`src/rtl/tlaas_pkg.sv`:
```
// ----------------------------------------------------------------------------
// Three-link arm angle search: shared package
// Register indexes, reset values, default parameters, sine table builder and
// angle wrap helper.
// ----------------------------------------------------------------------------
package tlaas_pkg;

    // default parameters
    localparam int LINK1_LEN_DEF      = 8;
    localparam int LINK2_LEN_DEF      = 6;
    localparam int LINK3_LEN_DEF      = 15;
    localparam int ANGLE_STEP_DEF     = 1;
    localparam int TRIG_FRAC_BITS_DEF = 15;

    // configuration register indexes
    localparam logic [2:0] REG_J1_MIN = 3'd0;
    localparam logic [2:0] REG_J1_MAX = 3'd1;
    localparam logic [2:0] REG_J2_MIN = 3'd2;
    localparam logic [2:0] REG_J2_MAX = 3'd3;
    localparam logic [2:0] REG_J3_MIN = 3'd4;
    localparam logic [2:0] REG_J3_MAX = 3'd5;
    localparam logic [2:0] REG_RX_MIN = 3'd6;
    localparam logic [2:0] REG_RX_MAX = 3'd7;

    // register reset values
    localparam logic [7:0] J1_MIN_RST = 8'd25;
    localparam logic [7:0] J1_MAX_RST = 8'd166;
    localparam logic [7:0] J2_MIN_RST = 8'd30;
    localparam logic [7:0] J2_MAX_RST = 8'd175;
    localparam logic [7:0] J3_MIN_RST = 8'd30;
    localparam logic [7:0] J3_MAX_RST = 8'd175;
    localparam logic [5:0] RX_MIN_RST = 6'd4;
    localparam logic [5:0] RX_MAX_RST = 6'd33;

    // quarter-wave sine table, unsigned, wide enough for 20 fraction bits
    localparam int SINE_W = 21;
    typedef logic [SINE_W-1:0] t_sine_rom [0:90];

    localparam longint unsigned PI_Q30 = 64'd3373259426;

    // shift-and-subtract quotient, used only while building the table
    function automatic longint unsigned div_u64(input longint unsigned n,
                                                input longint unsigned d);
        longint unsigned q;
        longint unsigned r;
        q = '0;
        r = '0;
        for (int b = 63; b >= 0; b--) begin
            r = (r << 1) | ((n >> b) & 64'd1);
            q = q << 1;
            if (r >= d) begin
                r = r - d;
                q = q | 64'd1;
            end
        end
        return q;
    endfunction

    // Taylor series in Q30 with truncating products, rounded half up to frac bits
    function automatic t_sine_rom build_sine(input int frac);
        t_sine_rom         rom;
        longint unsigned   x;
        longint unsigned   term;
        longint unsigned   dv;
        longint            sum;
        for (int k = 0; k <= 90; k++) begin
            x    = div_u64(longint'(k) * PI_Q30 + 64'd90, 64'd180);
            term = x;
            sum  = longint'(x);
            for (int n = 1; n <= 10; n++) begin
                term = (term * x) >> 30;
                term = (term * x) >> 30;
                dv   = longint'((2 * n) * (2 * n + 1));
                term = div_u64(term, dv);
                if ((n % 2) == 1) begin
                    sum = sum - longint'(term);
                end else begin
                    sum = sum + longint'(term);
                end
            end
            if (sum < 0) begin
                sum = 0;
            end
            rom[k] = SINE_W'((longint'(sum) + (longint'(1) << (29 - frac))) >> (30 - frac));
        end
        return rom;
    endfunction

    // add a small signed offset to an angle in 0..359 and fold back into 0..359
    function automatic logic [8:0] wrap_add(input logic [8:0] w, input logic signed [9:0] d);
        logic signed [10:0] s;
        s = $signed({2'b00, w}) + 11'(d);
        if (s < 0) begin
            s = s + 11'sd360;
        end else if (s >= 11'sd360) begin
            s = s - 11'sd360;
        end
        return s[8:0];
    endfunction

endpackage

```
`src/rtl/three_link_arm_angle_search.sv`:
```
// ----------------------------------------------------------------------------
// Three-link arm angle search
// Brute-force search of joint angles for a planar three-link arm.
// ----------------------------------------------------------------------------
// Sequence: the divider computes the start angle, which is then folded into
//   0..359; each tested pose is evaluated state by state, with extra steps per second-joint
//   angle and per base angle (one more at the turn), and a closing state before the result beat.
// Throughput: one item at a time; busy drops in the cycle of the result beat.
// The result is shown for one cycle on o_strobe; the receiver cannot stall.
// Reset: synchronous, active low; registers return to defaults, search goes idle.
module three_link_arm_angle_search #(
    parameter int LINK1_LEN      = tlaas_pkg::LINK1_LEN_DEF,
    parameter int LINK2_LEN      = tlaas_pkg::LINK2_LEN_DEF,
    parameter int LINK3_LEN      = tlaas_pkg::LINK3_LEN_DEF,
    parameter int ANGLE_STEP     = tlaas_pkg::ANGLE_STEP_DEF,
    parameter int TRIG_FRAC_BITS = tlaas_pkg::TRIG_FRAC_BITS_DEF
) (
    input  logic              i_clk,
    input  logic              i_rst_n,
    input  logic              i_start,
    input  logic signed [6:0] i_target_x,
    input  logic signed [6:0] i_target_y,
    output logic              o_busy,
    output logic              o_strobe,
    output logic signed [8:0] o_base_angle,
    output logic signed [8:0] o_elbow_angle,
    output logic signed [8:0] o_wrist_angle,
    output logic              o_found,
    input  logic              i_cfg_we,
    input  logic [2:0]        i_cfg_idx,
    input  logic [7:0]        i_cfg_data
);

    localparam int F  = TRIG_FRAC_BITS;
    localparam int MW = F + 2;      // multiplier operand, signed
    localparam int PW = F + 9;      // positions and errors, signed
    localparam int SW = 2 * F + 1;  // squared error sum
    localparam int AW = 18;         // raw angles, signed

    localparam tlaas_pkg::t_sine_rom SINE_ROM = tlaas_pkg::build_sine(F);

    localparam logic signed [9:0]    STEP = 10'(ANGLE_STEP);
    localparam logic signed [PW-1:0] LIM  = PW'(1) <<< F;

    localparam logic [4:0] S_IDLE    = 5'd0;
    localparam logic [4:0] S_DIV     = 5'd1;
    localparam logic [4:0] S_WRAP    = 5'd2;
    localparam logic [4:0] S_B_COS   = 5'd3;
    localparam logic [4:0] S_B_SIN   = 5'd4;
    localparam logic [4:0] S_E_COS   = 5'd5;
    localparam logic [4:0] S_E_SIN   = 5'd6;
    localparam logic [4:0] S_T_COS   = 5'd7;
    localparam logic [4:0] S_T_SIN   = 5'd8;
    localparam logic [4:0] S_SQX     = 5'd9;
    localparam logic [4:0] S_SQY     = 5'd10;
    localparam logic [4:0] S_CMP     = 5'd11;
    localparam logic [4:0] S_NEXT_J  = 5'd12;
    localparam logic [4:0] S_NEXT_I  = 5'd13;
    localparam logic [4:0] S_SWEEP   = 5'd14;
    localparam logic [4:0] S_NEXT_A1 = 5'd15;
    localparam logic [4:0] S_DONE    = 5'd16;

    // configuration
    logic [7:0] r_j1min, r_j1max, r_j2min, r_j2max, r_j3min, r_j3max;
    logic [5:0] r_rxmin, r_rxmax;

    // search state
    logic [4:0]           r_state;
    logic signed [PW-1:0] r_tx, r_ty;
    logic signed [AW-1:0] r_a1, r_start, r_red;
    logic [8:0]           r_w1, r_wstart, r_w2, r_w3;
    logic signed [9:0]    r_i, r_j;
    logic                 r_down, r_init, r_hit, r_far, r_neg;
    logic signed [PW-1:0] r_bx, r_by, r_ex, r_ey, r_dx, r_dy;
    logic [SW-1:0]        r_sq;

    // result
    logic              r_strobe, r_found;
    logic signed [8:0] r_base, r_elbow, r_wrist;

    // start angle arithmetic
    logic signed [8:0]  dj1;
    logic signed [15:0] num;
    logic [13:0]        num_mag;
    logic signed [6:0]  span;
    logic               div_done;
    logic [13:0]        div_quo;
    logic [5:0]         div_rem;
    logic signed [AW-1:0] quo_s, start_c;

    // shared multiplier and trig lookup
    logic [8:0]             trig_ang;
    logic                   trig_cos;
    logic signed [MW-1:0]   mul_a, mul_b;
    logic signed [2*MW-1:0] prod;
    logic signed [PW-1:0]   prod_p;
    logic                   dx_near, dy_near;
    logic [SW+6:0]          sq100;
    logic                   pose_hit;

    // result check
    logic signed [AW-1:0] j1min_s, j1max_s, j2min_s, j2max_s, j3min_s, j3max_s;
    logic signed [AW-1:0] a2_raw, a3_raw, r2, r3;
    logic                 in_lim;

    // next-step helpers
    logic signed [AW-1:0] a1_up, a1_dn;
    logic signed [9:0]    j_nx, i_nx;

    function automatic logic signed [MW-1:0] trig_val(input logic [8:0] r);
        logic [8:0]           t;
        logic                 neg;
        logic signed [MW-1:0] m;
        if (r <= 9'd90) begin
            t = r;              neg = 1'b0;
        end else if (r <= 9'd180) begin
            t = 9'd180 - r;     neg = 1'b0;
        end else if (r <= 9'd270) begin
            t = r - 9'd180;     neg = 1'b1;
        end else begin
            t = 9'd360 - r;     neg = 1'b1;
        end
        m = MW'(SINE_ROM[t[6:0]]);
        return neg ? -m : m;
    endfunction

    // configuration writes
    always_ff @(posedge i_clk) begin
        if (!i_rst_n) begin
            r_j1min <= tlaas_pkg::J1_MIN_RST;
            r_j1max <= tlaas_pkg::J1_MAX_RST;
            r_j2min <= tlaas_pkg::J2_MIN_RST;
            r_j2max <= tlaas_pkg::J2_MAX_RST;
            r_j3min <= tlaas_pkg::J3_MIN_RST;
            r_j3max <= tlaas_pkg::J3_MAX_RST;
            r_rxmin <= tlaas_pkg::RX_MIN_RST;
            r_rxmax <= tlaas_pkg::RX_MAX_RST;
        end else if (i_cfg_we) begin
            case (i_cfg_idx)
                tlaas_pkg::REG_J1_MIN: r_j1min <= i_cfg_data;
                tlaas_pkg::REG_J1_MAX: r_j1max <= i_cfg_data;
                tlaas_pkg::REG_J2_MIN: r_j2min <= i_cfg_data;
                tlaas_pkg::REG_J2_MAX: r_j2max <= i_cfg_data;
                tlaas_pkg::REG_J3_MIN: r_j3min <= i_cfg_data;
                tlaas_pkg::REG_J3_MAX: r_j3max <= i_cfg_data;
                tlaas_pkg::REG_RX_MIN: r_rxmin <= i_cfg_data[5:0];
                tlaas_pkg::REG_RX_MAX: r_rxmax <= i_cfg_data[5:0];
                default: ;
            endcase
        end
    end

    // start angle: floor(j1max - dj1 * x / span)
    assign dj1     = $signed({1'b0, r_j1max}) - $signed({1'b0, r_j1min});
    assign num     = -(16'(dj1) * 16'(i_target_x));
    assign num_mag = num[15] ? 14'(-num) : num[13:0];
    assign span    = $signed({1'b0, r_rxmax}) - $signed({1'b0, r_rxmin});

    tlaas_div #(
        .NUM_W (14),
        .DEN_W (6)
    ) u_div (
        .i_clk   (i_clk),
        .i_rst_n (i_rst_n),
        .i_start (i_start && (r_state == S_IDLE) && (span > 0)),
        .i_num   (num_mag),
        .i_den   (span[5:0]),
        .o_done  (div_done),
        .o_quo   (div_quo),
        .o_rem   (div_rem)
    );

    assign quo_s   = r_neg ? (-AW'(div_quo) - AW'(div_rem != 6'd0)) : AW'(div_quo);
    assign start_c = $signed({10'd0, r_j1max}) + quo_s;

    // shared multiplier operands
    always_comb begin
        trig_cos = 1'b0;
        trig_ang = r_w1;
        mul_a    = MW'(LINK1_LEN);
        case (r_state)
            S_B_COS: begin trig_ang = r_w1; trig_cos = 1'b1; mul_a = MW'(LINK1_LEN); end
            S_B_SIN: begin trig_ang = r_w1; trig_cos = 1'b0; mul_a = MW'(LINK1_LEN); end
            S_E_COS: begin trig_ang = r_w2; trig_cos = 1'b1; mul_a = MW'(LINK2_LEN); end
            S_E_SIN: begin trig_ang = r_w2; trig_cos = 1'b0; mul_a = MW'(LINK2_LEN); end
            S_T_COS: begin trig_ang = r_w3; trig_cos = 1'b1; mul_a = MW'(LINK3_LEN); end
            S_T_SIN: begin trig_ang = r_w3; trig_cos = 1'b0; mul_a = MW'(LINK3_LEN); end
            S_SQX:   mul_a = r_dx[MW-1:0];
            S_SQY:   mul_a = r_dy[MW-1:0];
            default: ;
        endcase
        if (r_state == S_SQX) begin
            mul_b = r_dx[MW-1:0];
        end else if (r_state == S_SQY) begin
            mul_b = r_dy[MW-1:0];
        end else begin
            mul_b = trig_val(trig_cos ? tlaas_pkg::wrap_add(trig_ang, 10'sd90) : trig_ang);
        end
    end

    assign prod    = mul_a * mul_b;
    assign prod_p  = PW'(prod);
    assign dx_near = (r_dx > -LIM) && (r_dx < LIM);
    assign dy_near = (r_dy > -LIM) && (r_dy < LIM);
    assign sq100   = ({7'd0, r_sq} << 6) + ({7'd0, r_sq} << 5) + ({7'd0, r_sq} << 2);
    assign pose_hit = !r_far && (sq100 < ((SW+7)'(1) << (2 * F)));

    assign j1min_s = $signed({10'd0, r_j1min});
    assign j1max_s = $signed({10'd0, r_j1max});
    assign j2min_s = $signed({10'd0, r_j2min});
    assign j2max_s = $signed({10'd0, r_j2max});
    assign j3min_s = $signed({10'd0, r_j3min});
    assign j3max_s = $signed({10'd0, r_j3max});

    assign a2_raw = r_init ? j2min_s : (r_a1 - AW'(r_i));
    assign a3_raw = r_init ? j3min_s : (a2_raw - AW'(r_j));
    assign r2     = AW'(180) - r_a1 + a2_raw;
    assign r3     = AW'(180) - a2_raw + a3_raw;
    assign in_lim = (r_a1 >= j1min_s) && (r_a1 <= j1max_s) && (r2 >= j2min_s)
                 && (r2 <= j2max_s) && (r3 >= j3min_s) && (r3 <= j3max_s);

    assign a1_up = r_a1 + AW'(STEP);
    assign a1_dn = r_a1 - AW'(STEP);
    assign j_nx  = r_j + STEP;
    assign i_nx  = r_i - STEP;

    // search sequencer
    always_ff @(posedge i_clk) begin
        if (!i_rst_n) begin
            r_state  <= S_IDLE;
            r_strobe <= 1'b0;
            r_down   <= 1'b0;
            r_init   <= 1'b0;
            r_hit    <= 1'b0;
        end else begin
            r_strobe <= 1'b0;
            case (r_state)
                S_IDLE: begin
                    if (i_start) begin
                        r_tx  <= PW'(i_target_x) <<< F;
                        r_ty  <= PW'(i_target_y) <<< F;
                        r_neg <= num[15];
                        r_hit <= 1'b0;
                        r_state <= (span > 0) ? S_DIV : S_DONE;
                    end
                end
                S_DIV: begin
                    if (div_done) begin
                        r_start <= start_c;
                        r_a1    <= start_c;
                        r_red   <= start_c;
                        r_state <= S_WRAP;
                    end
                end
                S_WRAP: begin
                    // reduce the start angle into 0..359
                    if (r_red < 0) begin
                        r_red <= r_red + AW'(360);
                    end else if (r_red >= AW'(360)) begin
                        r_red <= r_red - AW'(360);
                    end else begin
                        r_w1     <= r_red[8:0];
                        r_wstart <= r_red[8:0];
                        r_w2     <= {1'b0, r_j2min};
                        r_w3     <= {1'b0, r_j3min};
                        r_init   <= 1'b1;
                        r_down   <= 1'b0;
                        r_state  <= S_B_COS;
                    end
                end
                S_B_COS: begin r_bx <= prod_p; r_state <= S_B_SIN; end
                S_B_SIN: begin r_by <= prod_p; r_state <= S_E_COS; end
                S_E_COS: begin r_ex <= r_bx + prod_p; r_state <= S_E_SIN; end
                S_E_SIN: begin
                    r_ey <= r_by + prod_p;
                    if (r_init) begin
                        r_state <= S_T_COS;
                    end else begin
                        r_j  <= $signed({2'b00, r_j3min});
                        r_w3 <= tlaas_pkg::wrap_add(r_w2, -$signed({2'b00, r_j3min}));
                        r_state <= (r_j3min < r_j3max) ? S_T_COS : S_NEXT_I;
                    end
                end
                S_T_COS: begin r_dx <= r_tx - (r_ex + prod_p); r_state <= S_T_SIN; end
                S_T_SIN: begin r_dy <= r_ty - (r_ey + prod_p); r_state <= S_SQX; end
                S_SQX: begin
                    r_far   <= !dx_near;
                    r_sq    <= SW'(prod);
                    r_state <= S_SQY;
                end
                S_SQY: begin
                    r_far   <= r_far || !dy_near;
                    r_sq    <= r_sq + SW'(prod);
                    r_state <= S_CMP;
                end
                S_CMP: begin
                    if (pose_hit) begin
                        r_hit   <= 1'b1;
                        r_state <= S_DONE;
                    end else if (r_init) begin
                        r_init  <= 1'b0;
                        r_state <= S_SWEEP;
                    end else begin
                        r_state <= S_NEXT_J;
                    end
                end
                S_NEXT_J: begin
                    r_j  <= j_nx;
                    r_w3 <= tlaas_pkg::wrap_add(r_w3, -STEP);
                    r_state <= (j_nx < $signed({2'b00, r_j3max})) ? S_T_COS : S_NEXT_I;
                end
                S_NEXT_I: begin
                    r_i  <= i_nx;
                    r_w2 <= tlaas_pkg::wrap_add(r_w2, STEP);
                    r_state <= (i_nx > $signed({2'b00, r_j2min})) ? S_E_COS : S_NEXT_A1;
                end
                S_SWEEP: begin
                    r_i  <= $signed({2'b00, r_j2max});
                    r_w2 <= tlaas_pkg::wrap_add(r_w1, -$signed({2'b00, r_j2max}));
                    r_state <= (r_j2max > r_j2min) ? S_B_COS : S_NEXT_A1;
                end
                S_NEXT_A1: begin
                    if (!r_down) begin
                        if (a1_up > j1max_s) begin
                            // return to the start and turn round; start is already done
                            r_down <= 1'b1;
                            r_a1   <= r_start;
                            r_w1   <= r_wstart;
                            if (r_start < j1min_s) begin
                                r_state <= S_DONE;
                            end
                        end else begin
                            r_a1 <= a1_up;
                            r_w1 <= tlaas_pkg::wrap_add(r_w1, STEP);
                            r_state <= (a1_up < j1min_s) ? S_DONE : S_SWEEP;
                        end
                    end else begin
                        r_a1 <= a1_dn;
                        r_w1 <= tlaas_pkg::wrap_add(r_w1, -STEP);
                        r_state <= ((a1_dn > j1max_s) || (a1_dn < j1min_s)) ? S_DONE : S_SWEEP;
                    end
                end
                S_DONE: begin
                    r_strobe <= 1'b1;
                    r_state  <= S_IDLE;
                end
                default: r_state <= S_IDLE;
            endcase
        end
    end

    // result beat
    always_ff @(posedge i_clk) begin
        if (r_state == S_DONE) begin
            if (r_hit && in_lim) begin
                r_base  <= r_a1[8:0];
                r_elbow <= r2[8:0];
                r_wrist <= r3[8:0];
                r_found <= 1'b1;
            end else begin
                r_base  <= -9'sd1;
                r_elbow <= -9'sd1;
                r_wrist <= -9'sd1;
                r_found <= 1'b0;
            end
        end
    end

    assign o_busy        = (r_state != S_IDLE);
    assign o_strobe      = r_strobe;
    assign o_base_angle  = r_base;
    assign o_elbow_angle = r_elbow;
    assign o_wrist_angle = r_wrist;
    assign o_found       = r_found;

endmodule

```
`src/rtl/tlaas_div.sv`:
```
// ----------------------------------------------------------------------------
// Restoring divider
// Unsigned numerator by unsigned denominator, one quotient bit per cycle.
// ----------------------------------------------------------------------------
module tlaas_div #(
    parameter int NUM_W = 14,
    parameter int DEN_W = 6
) (
    input  logic             i_clk,
    input  logic             i_rst_n,
    input  logic             i_start,
    input  logic [NUM_W-1:0] i_num,
    input  logic [DEN_W-1:0] i_den,
    output logic             o_done,
    output logic [NUM_W-1:0] o_quo,
    output logic [DEN_W-1:0] o_rem
);

    localparam int CNT_W = $clog2(NUM_W + 1);

    logic             r_busy;
    logic             r_done;
    logic [CNT_W-1:0] r_cnt;
    logic [NUM_W-1:0] r_quo;
    logic [DEN_W-1:0] r_rem;
    logic [DEN_W-1:0] r_den;
    logic [DEN_W:0]   trial;
    logic             ge;

    assign trial = {r_rem, r_quo[NUM_W-1]};
    assign ge    = trial >= {1'b0, r_den};

    always_ff @(posedge i_clk) begin
        if (!i_rst_n) begin
            r_busy <= 1'b0;
            r_done <= 1'b0;
            r_cnt  <= '0;
        end else begin
            r_done <= 1'b0;
            if (i_start) begin
                r_busy <= 1'b1;
                r_cnt  <= CNT_W'(NUM_W);
            end else if (r_busy) begin
                r_cnt <= r_cnt - 1'b1;
                if (r_cnt == CNT_W'(1)) begin
                    r_busy <= 1'b0;
                    r_done <= 1'b1;
                end
            end
        end
    end

    always_ff @(posedge i_clk) begin
        if (i_start) begin
            r_quo <= i_num;
            r_rem <= '0;
            r_den <= i_den;
        end else if (r_busy) begin
            r_quo <= {r_quo[NUM_W-2:0], ge};
            r_rem <= ge ? DEN_W'(trial - {1'b0, r_den}) : DEN_W'(trial);
        end
    end

    assign o_done = r_done;
    assign o_quo  = r_quo;
    assign o_rem  = r_rem;

endmodule

```
`config.mk`:
```
export PLATFORM = sky130hd
export DESIGN_NAME = three_link_arm_angle_search
export DESIGN_NICKNAME = d
export VERILOG_FILES = /design/src/rtl/tlaas_pkg.sv /design/src/rtl/three_link_arm_angle_search.sv /design/src/rtl/tlaas_div.sv
export SDC_FILE = /design/constraint.sdc
export NUM_CORES = 2
export LEC_CHECK = 0
export CORE_AREA = 2 2 288 404
export CTS_CLUSTER_DIAMETER = 150
export DETAILED_ROUTE_END_ITERATION = 16
export DIE_AREA = 0 0 290 406
export DONT_BUFFER_PORTS = 1
export GPL_TIMING_DRIVEN = 1
export PLACE_DENSITY_LB_ADDON = 0.15
export SYNTH_ARGS = -nofsm -noshare
export SYNTH_HDL_FRONTEND = slang
export SYNTH_SLANG_ARGS = --single-unit
```
`constraint.sdc`:
```
create_clock -name i_clk -period 36.2 [get_ports i_clk]
set_input_delay 0 -clock i_clk [delete_from_list [all_inputs] [get_ports i_clk]]
set_output_delay 0 -clock i_clk [all_outputs]
set_load 0.05 [all_outputs]
```
==> impl_metrics.yaml <==
critical_path:
  ff2ff_path_depth: 64
  end_kind: "register"
  cpLargestDelayFamily: "compound AO/OA/AOI/OAI gates"
  slowest_delay_ps: 760
  cpMaxStageDelayCell: "a21boi_1"
  worstPathMaxFanout: 43
  ff2ff_setup_slack_ps: 18030
  start_kind: "register"
  critPathBufInv: 6
  rr_endpoint: "r_sq[30]$_DFFE_PP_"
  crit_arrival_ps: 18520
  path_common_cell: "a21oi_1"
  path_class: "reg -> reg"
  reg2reg_from: "r_state[2]$_SDFFE_PN0P_"
  required_ps: 36550
route:
  viasPerCell: 5.65
  firstDrtPassIters: 6
  drc_errors: 0
  drtIter0Drc: 2515
  num_vias: 41700
  postRouteAntennaNets: 0
  wirelength_mm: 154
  drt-wirelength-per-cell_microns: 20.8
global_routing:
  grtUsageTotal_pct: 26.1
  grt_pass1_wl_mm: 241
  grt.overflow.total: 0
  antenna_found_initial: 4
  grt_pass1_vias: 42700
  grt_max_degree: 89
cts:
  numCtsBuffers: 46
  clockBufferDepth: 3
  clk_latency_ps: 620
  root_buffer: "clkbuf_16"
  cts_tree: "built"
  path_clk_slew_ps: 70
  cts_hold_buffers: 49
  cts-resized-gates: 0
  clock_sink_count: 430
  htreeDepth: 2
  cts_setup_buffers: 0
placed_design:
  io_buffers: 0
  dpl.hpwl_mm: 123
  gp_congestion: 0.952
logic_synthesis:
  synthArstFlopShare_pct: 0
  netlist_instances: 5876
  syn_area_sq_um: 52200
  synth_nets: 6915
  synthTopCellsByCount: "inv_1, ha_1, nand2_1"
  yosys.area.top_type: "edfxtp_1"
  netlist.area_leader.share_pct: 20.1
  synth_edf_count: 349
  avgSynthCellArea_sq_um: 8.88
  synthTopCellsByArea: "edfxtp_1, ha_1, fa_1"
  ys_seq_area_share_pct: 23.2
  yosysWarningCount: 0
  synth-seq-cells: 430
  ys_types: 118
  synth_most_common_cell: "inv_1"
  synthFlopType: "edfxtp_1"
timing:
  finClkSkew_ps: 20.1
  setup-tns-final_ps: 0
  relSlewSlack_pct: 27.2
  fmax_ghz: 0.0550
  fin_crit_ps: 18170
  timing.final.crit_share_pct: 50.2
  slew_violations: 0
  rsz0062_at_grt: "false"
  hold_viol: 0
  finalSetupViolations: 0
  tightest_slew_ps: 1090
power:
  power_mw: 3.23
  leakagePower_nw: 24.5
  irDropWorstVdd_mv: 0.0543
  pwr_density_cell_nw_per_um2: 57.8
worst_hold_path:
  min_from: "i_target_x[6]"
  min_path_cells: 1
  hold_class: "in -> reg"
  hold_end: "r_tx[21]$_DFFE_PP_"
floorplanning:
  initial_utilization_pct: 45.7
  coreArea_sq_um: 114000
  fp.dieArea_sq_um: 118000
  die_y_microns: 406
  num_rows: 147
  dieWidth_microns: 290
  boundaryPins: 59
layout:
  area_growth_pct: 7.27
  fin_nets: 6897
  drive_above_1_share_pct: 4.16
status:
  outcome: "finished clean"
job:
  max-cap-violations: 0
-- worst max-delay path by stage --
stage	from	end	slack [ps]	cells past startpoint
2_1_floorplan	r_state[0]$_SDFFE_PN0P_	r_sq[30]$_DFFE_PP_	21120	72
3_3_place_gp	r_state[2]$_SDFFE_PN0P_	r_sq[30]$_DFFE_PP_	18490	64
5_1_grt	r_state[2]$_SDFFE_PN0P_	r_sq[30]$_DFFE_PP_	16850	64
6_report	r_state[2]$_SDFFE_PN0P_	r_sq[30]$_DFFE_PP_	18030	64
4_1_cts	r_state[2]$_SDFFE_PN0P_	r_sq[30]$_DFFE_PP_	18230	64
3_5_place_dp	r_state[2]$_SDFFE_PN0P_	r_sq[30]$_DFFE_PP_	18290	64
-- registers in the layout, indices dropped and copies added, names as in the netlist, 9 cells and up --
register	flops
r_red	18
r_ey	24
r_by	24
r_ex	24
r_j	10
r_i	10
r_wstart	9
o_base_angle	9
o_elbow_angle	9
r_dy	24
r_sq	31
r_a1	18
r_w1	9
o_wrist_angle	9
r_w2	9
r_dx	24
r_start	18
r_w3	9
r_bx	24
u_div.o_quo	14
-- placed cells by master, fill, tap and decap left out, drive strengths merged, types with 48 or more instances in the layout --
master	count
inv	815
ha	631
nand2	514
nor2	449
fa	379
edfxtp	349
a21oi	341
xnor2	315
o21ai	298
nand2b	116
xor2	111
nor3	104
a21o	99
o21bai	99
nor2b	98
nand3	90
and2	87
buf	82
dfxtp	81
a21boi	64
o211ai	63
clkbuf	56
dlygate4sd3	48
-- metal layers --
layer / vias to the layer above / track usage, % / share of wire [%]
met5: - / 0 / 0
met2: 1055 / 50.3 / 53
met3: 381 / 2.46 / 3.8
met4: 0 / 12.6 / 5.4
met1: 20200 / 28.7 / 38
li1: 20100 / - / -
-- cell families after synthesis --
logic type	Yosys count	share of synthesized area [%]
and+or+nand+nor	1643	15.0
AOI/OAI and AO/OA	1297	16.4
buffers and inverters	1016	7.52
adders and majority gates	1012	29.7
DFF	430	23.2
xor gates and xnor gates	427	7.19
muxes	51	1.02
-- layout make-up --
type                       instances  area [sq um]
clock buffer                      56          1210
antenna                            6          15.0
multi-input combinational       4430         36200
sequential                       430         12100
clock inverter                    29           364
tap                             1490          1860
inverter                         820          3080
fill                           10900         58200
timing repair buffer             130          1120
-- metrics by stage --
stage / instances / utilization [%] / hold slack (ps) / instance area (sq um) / setup WS [ps]
after floorplan: 5876 / - / 98.9 / 52200 / 21120
after global placement: 7251 / 47.2 / 81.0 / 53900 / 18490
after detailed placement: 7251 / 47.2 / 82.1 / 53900 / 18290
after CTS: 7385 / 49.0 / 16.1 / 56000 / 18230
after global routing: 7389 / 49.0 / 29.3 / 56000 / 16850
final: 7391 / 49.0 / 48.1 / 56000 / 18030
-- power by group --
part	switching, mW	internal, mW	leakage (nW)
Clock	0.222	0.291	0.775
Sequential	0.0383	0.694	3.81
Combinational	1.18	0.812	20.0
Total	1.44	1.80	24.5
Power figures use the tool's default switching activity.
